File: config.mk
export PLATFORM = sky130hd
export DESIGN_NAME = fifo_evicting_key_value_store
export DESIGN_NICKNAME = d
export VERILOG_FILES = /design/src/fkv_pkg.sv /design/src/fifo_evicting_key_value_store.sv /design/src/fkv_entries.sv
export SDC_FILE = /design/constraint.sdc
export NUM_CORES = 1
export LEC_CHECK = 0
export BUFFER_PORTS_ARGS = -buffer_cell sky130_fd_sc_hd__buf_2
export CELL_PAD_IN_SITES_DETAIL_PLACEMENT = 2
export CELL_PAD_IN_SITES_GLOBAL_PLACEMENT = 2
export CORE_MARGIN = 4
export CORE_UTILIZATION = 43
export DETAILED_ROUTE_END_ITERATION = 12
export PLACE_DENSITY_LB_ADDON = 0.12
export SLEW_MARGIN = 30
export SYNTH_ARGS = -nofsm -noshare
export SYNTH_HDL_FRONTEND = slang
export SYNTH_SLANG_ARGS = --single-unit
File: constraint.sdc
create_clock -name clk -period 9.4 [get_ports clk]
set_input_delay 1.41 -clock clk [delete_from_list [all_inputs] [get_ports clk]]
set_output_delay 1.41 -clock clk [all_outputs]
set_load 0.01 [all_outputs]
File: src/fkv_pkg.sv
// Shared constants and types for the FIFO-evicting key-value store.
package fkv_pkg;

    localparam int DEPTH = 16;
    localparam int CAP_WIDTH = 5;
    localparam int OCC_WIDTH = 5;
    localparam logic [CAP_WIDTH-1:0] CAP_RESET = 5'd16;

    localparam logic REQ_INSERT = 1'b0;
    localparam logic REQ_LOOKUP = 1'b1;

    localparam int OUT_USER_HIT = 0;
    localparam int OUT_USER_DUP = 1;
    localparam int OUT_USER_WIDTH = 2;

    typedef struct packed {
        logic clear;
        logic evict;
        logic write;
    } fkv_ctrl_t;

endpackage

File: src/fifo_evicting_key_value_store.sv
// Top level of the FIFO-evicting key-value store with stream ports.
// Throughput: one request per cycle unless m_axis_tready stalls the output;
// the input register, one pass of key match and ring update, then the result
// register.
// Reset: all entries invalid, ring empty, capacity 16; a capacity write also
// empties the ring.
module fifo_evicting_key_value_store
    import fkv_pkg::*;
#(
    parameter int KEY_WIDTH = 32,
    parameter int VALUE_WIDTH = 32
)
(
    input  logic                 clk,
    input  logic                 rst_n,
    input  logic                 cfg_wen,
    input  logic [CAP_WIDTH-1:0] cfg_wdata,
    input  logic                 s_axis_tvalid,
    output logic                 s_axis_tready,
    // key, value_in
    input  logic [((KEY_WIDTH+VALUE_WIDTH+7)/8)*8-1:0]   s_axis_tdata,
    // req_type
    input  logic [0:0]                                   s_axis_tuser,
    output logic                                         m_axis_tvalid,
    input  logic                                         m_axis_tready,
    // value_out, occupancy
    output logic [((VALUE_WIDTH+OCC_WIDTH+7)/8)*8-1:0]   m_axis_tdata,
    // hit, duplicate
    output logic [OUT_USER_WIDTH-1:0]                    m_axis_tuser
);

    localparam int SLOT_W = $clog2(DEPTH);
    localparam int SUM_W  = ((SLOT_W > OCC_WIDTH) ? SLOT_W : OCC_WIDTH) + 1;
    localparam int M_DATA_W = ((VALUE_WIDTH + OCC_WIDTH + 7) / 8) * 8;

    logic                   in_valid_reg, in_valid_next;
    logic                   in_req_reg;
    logic [KEY_WIDTH-1:0]   in_key_reg;
    logic [VALUE_WIDTH-1:0] in_value_reg;

    logic                   out_valid_reg, out_valid_next;
    logic                   hit_reg, hit_next;
    logic                   dup_reg, dup_next;
    logic [VALUE_WIDTH-1:0] value_out_reg, value_out_next;
    logic [OCC_WIDTH-1:0]   occ_reg, occ_next;

    logic [CAP_WIDTH-1:0]   capacity_reg, capacity_next;
    logic [SLOT_W-1:0]      oldest_reg, oldest_next;
    logic [OCC_WIDTH-1:0]   count_reg, count_next;

    logic                   advance;
    logic                   fire;
    logic                   s_take;
    logic [OCC_WIDTH-1:0]   eff_cap;
    logic                   full;
    logic [OCC_WIDTH-1:0]   count_after;
    logic [SLOT_W-1:0]      oldest_after;
    logic [SUM_W-1:0]       oldest_inc;
    logic [SUM_W-1:0]       tail_sum;
    logic [SLOT_W-1:0]      tail_slot;
    logic                   match;
    logic [VALUE_WIDTH-1:0] match_value;
    logic                   do_insert;
    fkv_ctrl_t              ctrl;

    assign advance       = !out_valid_reg || m_axis_tready;
    assign fire          = in_valid_reg && advance;
    assign s_axis_tready = !in_valid_reg || advance;
    assign s_take        = s_axis_tvalid && s_axis_tready;

    always_comb
    begin
        priority if (capacity_reg == '0)
        begin
            eff_cap = OCC_WIDTH'(1);
        end
        else if (int'(capacity_reg) > DEPTH)
        begin
            eff_cap = OCC_WIDTH'(DEPTH);
        end
        else
        begin
            eff_cap = capacity_reg;
        end
    end

    always_comb
    begin
        full        = count_reg >= eff_cap;
        oldest_inc  = SUM_W'(oldest_reg) + SUM_W'(1);
        count_after = full ? (eff_cap - OCC_WIDTH'(1)) : count_reg;
        if (!full)
        begin
            oldest_after = oldest_reg;
        end
        else if (oldest_inc == SUM_W'(eff_cap))
        begin
            oldest_after = '0;
        end
        else
        begin
            oldest_after = oldest_inc[SLOT_W-1:0];
        end
        tail_sum = SUM_W'(oldest_after) + SUM_W'(count_after);
        if (tail_sum >= SUM_W'(eff_cap))
        begin
            tail_sum = tail_sum - SUM_W'(eff_cap);
        end
        tail_slot = tail_sum[SLOT_W-1:0];
    end

    assign do_insert  = fire && (in_req_reg == REQ_INSERT) && !match;
    assign ctrl.clear = cfg_wen;
    assign ctrl.evict = do_insert && full;
    assign ctrl.write = do_insert;

    fkv_entries #(
        .KEY_WIDTH   (KEY_WIDTH),
        .VALUE_WIDTH (VALUE_WIDTH)
    ) u_entries (
        .clk         (clk),
        .rst_n       (rst_n),
        .ctrl        (ctrl),
        .evict_slot  (oldest_reg),
        .write_slot  (tail_slot),
        .key         (in_key_reg),
        .value_wr    (in_value_reg),
        .match       (match),
        .match_value (match_value)
    );

    always_comb
    begin
        in_valid_next  = s_take ? 1'b1 : (fire ? 1'b0 : in_valid_reg);
        out_valid_next = fire ? 1'b1 : (m_axis_tready ? 1'b0 : out_valid_reg);
        capacity_next  = capacity_reg;
        oldest_next    = oldest_reg;
        count_next     = count_reg;
        hit_next       = hit_reg;
        dup_next       = dup_reg;
        value_out_next = value_out_reg;
        occ_next       = occ_reg;
        if (cfg_wen)
        begin
            capacity_next = cfg_wdata;
            oldest_next   = '0;
            count_next    = '0;
        end
        else if (do_insert)
        begin
            oldest_next = oldest_after;
            count_next  = count_after + OCC_WIDTH'(1);
        end
        if (fire)
        begin
            unique case (in_req_reg)
                REQ_LOOKUP:
                begin
                    hit_next       = match;
                    dup_next       = 1'b0;
                    value_out_next = match ? match_value : '0;
                    occ_next       = count_reg;
                end
                REQ_INSERT:
                begin
                    hit_next       = 1'b0;
                    dup_next       = match;
                    value_out_next = '0;
                    occ_next       = match ? count_reg : (count_after + OCC_WIDTH'(1));
                end
                default:
                begin
                    hit_next       = 1'b0;
                    dup_next       = 1'b0;
                    value_out_next = '0;
                    occ_next       = count_reg;
                end
            endcase
        end
    end

    always_ff @(posedge clk or negedge rst_n)
    begin
        if (!rst_n)
        begin
            in_valid_reg  <= 1'b0;
            out_valid_reg <= 1'b0;
            capacity_reg  <= CAP_RESET;
            oldest_reg    <= '0;
            count_reg     <= '0;
        end
        else
        begin
            in_valid_reg  <= in_valid_next;
            out_valid_reg <= out_valid_next;
            capacity_reg  <= capacity_next;
            oldest_reg    <= oldest_next;
            count_reg     <= count_next;
        end
    end

    always_ff @(posedge clk)
    begin
        if (s_take)
        begin
            in_req_reg   <= s_axis_tuser[0];
            in_key_reg   <= s_axis_tdata[KEY_WIDTH-1:0];
            in_value_reg <= s_axis_tdata[KEY_WIDTH+VALUE_WIDTH-1:KEY_WIDTH];
        end
        hit_reg       <= hit_next;
        dup_reg       <= dup_next;
        value_out_reg <= value_out_next;
        occ_reg       <= occ_next;
    end

    assign m_axis_tvalid = out_valid_reg;
    assign m_axis_tdata  = M_DATA_W'({occ_reg, value_out_reg});

    always_comb
    begin
        m_axis_tuser               = '0;
        m_axis_tuser[OUT_USER_HIT] = hit_reg;
        m_axis_tuser[OUT_USER_DUP] = dup_reg;
    end

endmodule

File: src/fkv_entries.sv
// Entry storage with valid bits, parallel key match and value read.
module fkv_entries
    import fkv_pkg::*;
#(
    parameter int KEY_WIDTH = 32,
    parameter int VALUE_WIDTH = 32
)
(
    input  logic                     clk,
    input  logic                     rst_n,
    input  fkv_ctrl_t                ctrl,
    input  logic [$clog2(DEPTH)-1:0] evict_slot,
    input  logic [$clog2(DEPTH)-1:0] write_slot,
    input  logic [KEY_WIDTH-1:0]     key,
    input  logic [VALUE_WIDTH-1:0]   value_wr,
    output logic                     match,
    output logic [VALUE_WIDTH-1:0]   match_value
);

    logic [KEY_WIDTH-1:0]   key_mem_reg   [DEPTH];
    logic [VALUE_WIDTH-1:0] value_mem_reg [DEPTH];
    logic [DEPTH-1:0]       valid_reg;
    logic [DEPTH-1:0]       valid_next;
    logic [DEPTH-1:0]       hit_vec;

    always_comb
    begin
        match_value = '0;
        for (int i = 0; i < DEPTH; i++)
        begin
            hit_vec[i] = valid_reg[i] && (key_mem_reg[i] == key);
            if (hit_vec[i])
            begin
                match_value = match_value | value_mem_reg[i];
            end
        end
        match = |hit_vec;
    end

    always_comb
    begin
        valid_next = valid_reg;
        if (ctrl.clear)
        begin
            valid_next = '0;
        end
        else
        begin
            if (ctrl.evict)
            begin
                valid_next[evict_slot] = 1'b0;
            end
            if (ctrl.write)
            begin
                valid_next[write_slot] = 1'b1;
            end
        end
    end

    always_ff @(posedge clk or negedge rst_n)
    begin
        if (!rst_n)
        begin
            valid_reg <= '0;
        end
        else
        begin
            valid_reg <= valid_next;
        end
    end

    always_ff @(posedge clk)
    begin
        if (ctrl.write && !ctrl.clear)
        begin
            key_mem_reg[write_slot]   <= key;
            value_mem_reg[write_slot] <= value_wr;
        end
    end

endmodule
==> flow_summary.yaml <==
status:
  status: "finished, final reports clean"
sta:
  hold_viol: 0
  report.final.slew_viol_count: 0
  layout_min_cycle_time_ns: 8.060
  fin_crit_sh_pct: 85.75
  setup_violations: 0
  maxSlewHeadroom_pct: 35.08
  fmax_ghz: 0.1241
  rsz0062_at_grt: "false"
  worst_pin_slew_ns: 0.9649
  skew_ns: 0.04377
logic_synthesis:
  synth-edff-count: 1128
  ys_async_sr_fraction_pct: 2.759
  yosysWarnings: 0
  syn_area_per_cell_um2: 16.81
  synth.cell_area_um2: 47230
  yosysSeqAreaShare_pct: 73.41
  syn_inst: 2810
  yosysUniqueCellTypes: 68
  ys.flop_type: "edfxtp_1"
  yosys_register_bits: 1160
clock_tree:
  cts_sinks: 1160
  postCtsSetupBuffers: 0
  numCtsBuffers: 130
  clk_pin_slew_ns: 0.05
  cts_resized: 0
  clk_latency_ns: 0.77
  cts_root_buf: "clkbuf_16"
  hold_buffers: 0
  cts_tree: "yes"
  clk_path_buf_depth: 3
  htree_levels: 4
global_routing:
  use_met3_pct: 3.711
  met2_usage_pct: 46.04
  grt-busiest-layer: "met2"
  grt_pass1_wl_mm: 228.6
  grt_util_all_layers_pct: 27.30
  grt_overflow_total: 0
  grt_start_max_net_pins: 65
  antenna_found_initial: 7
  grt_pass1_vias: 30762
  grtUsageMet1_pct: 36.95
placement:
  hpwl_mm: 93.07
  gp_congestion: 0.8321
  port_buffers: 115
floorplanning:
  initial_core_util_pct: 43.33
  dieHeight_um: 339.4
  core_region_area_um2: 109000
  chipWidth_um: 339.4
  dieArea_um2: 115200
  pin_count: 119
  rows: 121
setup_path:
  required_ns: 9.78
  slowest_delay_ns: 0.92
  crit_chain: "nor3_1 > o21ai_0 > inv_1 > ha_1 > inv_1 > a21oi_2 > a211oi_4 > mux2i_1 > ha_1 > fa_1 > fa_1 > a21o_1 > a21oi_1 > o21ai_0 > a21o_1 > mux2_1 > nand4_1 > nor2_4 > buf_4"
  critical_path_class: "flip-flop to flip-flop"
  cp-start-kind: "flip-flop"
  worst-endpoint-arrival_ns: 8.44
  crit_path_end_kind: "flip-flop"
  r2r_start: "capacity_reg[2]"
  cp_slowest_cell: "nor2_4"
  critPathMaxFanout: 32
  regToRegSetupSlack_ns: 1.34
  cp-startpoint: "capacity_reg[2]"
finish:
  final_cell_mix: "1,128 x edfxtp_1, 268 x xor2_1, 242 x xnor2_1, 133 x clkbuf_16, 125 x nor4_1"
  utilization_pct: 49.14
  fin_nets: 3116
  drive_gt1_share_pct: 14.55
  layout_commonest_cell: "edfxtp_1"
  syn2layout_area_growth_pct: 13.41
routing:
  wl_mm: 159.4
  ant_nets: 0
  first_pass_iters: 7
  drtIter0Drc: 2988
  wl_per_cell_um: 35.19
  drt-vias-per-instance: 6.219
  dr_total_vias: 28171
  drc: 0
pwr:
  p_leak_nw: 17.10
  powerDensity_nw_per_um2: 227.8
  peakVddDrop_mv: 0.1842
  finalPower_mw: 12.20
worst_hold_path:
  hold_class: "flip-flop to flip-flop"
  hold_path.startpoint: "in_valid_reg"
flow_run:
  drv_cap: 0
[critical path, delay by kind of cell, from the launching register on]
kind                       cells  cell delay, ns
DFF                            1            0.45
buffers and inverters          3            0.82
adders and majority gates      4            1.65
muxes                          2            1.14
AOI/OAI and AO/OA              7            2.03
and+or+nand+nor                3            1.60
[path summary, 6_finish.rpt]
kind                                           endpoint  depth (start not counted)
setup / recovery           u_entries.key_mem_reg[4][18]                         19
hold / removal                            m_axis_tvalid                          1
setup reg to reg           u_entries.key_mem_reg[4][18]                         19
hold reg to reg                           m_axis_tvalid                          1
max in group asynchronous        u_entries.valid_reg[9]                          1
min in group asynchronous                  count_reg[3]                          1
[cells in the mapped netlist (12+ instances only)]
library cell / count / area (µm²)
edfxtp_1: 1128 / 33870
xor2_1: 268 / 2347
xnor2_1: 242 / 2120
nor4_1: 127 / 794.5
nand4_1: 111 / 694.4
a22o_1: 98 / 858.3
a221oi_1: 96 / 840.8
a22oi_1: 64 / 480.5
nor3_1: 52 / 260.3
buf_4: 46 / 345.3
nand2_1: 45 / 168.9
nand3_1: 44 / 220.2
and3_1: 43 / 269.0
a31oi_1: 42 / 262.8
buf_6: 41 / 461.7
nand2b_1: 41 / 256.5
dfrtp_1: 31 / 775.7
inv_1: 31 / 116.4
clkbuf_1: 30 / 112.6
buf_2: 20 / 100.1
ha_1: 20 / 250.2
nor2_1: 20 / 75.07
or4_1: 15 / 112.6
a21oi_1: 12 / 60.06
nand4b_1: 12 / 105.1
o21ai_0: 12 / 60.06
[cell type report]
cell class	instances	area, µm²
inverters	31	117.6
multi-input cells	1484	11600
clock buffers	164	3475
repair buffers	212	1348
diodes	2	5.005
well taps	1414	1769
flip-flops and latches	1160	34670
fillers	9939	55440
clock inverters	63	575.6
[cells by family (layout without fill, tap and decap cells)]
family	Yosys count	count (layout)	synth area share, %
AO/OA/AOI/OAI	368	368	6.257
XOR/XNOR	512	512	9.539
AND/OR/NAND/NOR	562	562	7.364
adder cells (fa/ha/maj)	22	22	0.6146
other	1	5	0.007940
flip-flops	1160	1160	73.41
multiplexers	17	17	0.3974
buffers and inverters	168	470	2.405
[layer usage]
metal  wire length, µm  part of all wire (%)
met3              9117                   5.7
met5                44                 0.028
met2             78600                    49
met4              4307                   2.7
met1             67320                    42
[power by group]
part | switching (mW) | total (mW) | internal (mW)
Clock | 2.12 | 4.96 | 2.84
Sequential | 0.155 | 6.11 | 5.95
Combinational | 0.821 | 1.14 | 0.316
[metrics by stage]
| step | TNS, ns | hold WS, ns | cell area, µm² | worst slack (ns) | cells |
|---|---|---|---|---|---|
| after detailed placement | 0 | 0.4979 | 49460 | 1.259 | 4300 |
| after CTS | 0 | 0.5043 | 53520 | 1.202 | 4527 |
| after floorplan | -119.29 | 0.4499 | 47240 | -0.2380 | 2812 |
| after global routing | 0 | 0.5265 | 53560 | 0.7983 | 4528 |
| after global placement | 0 | 0.4769 | 49450 | 1.647 | 4300 |
| final | 0 | 0.5019 | 53570 | 1.340 | 4530 |
No activity file was read; power rests on OpenSTA's default activity.
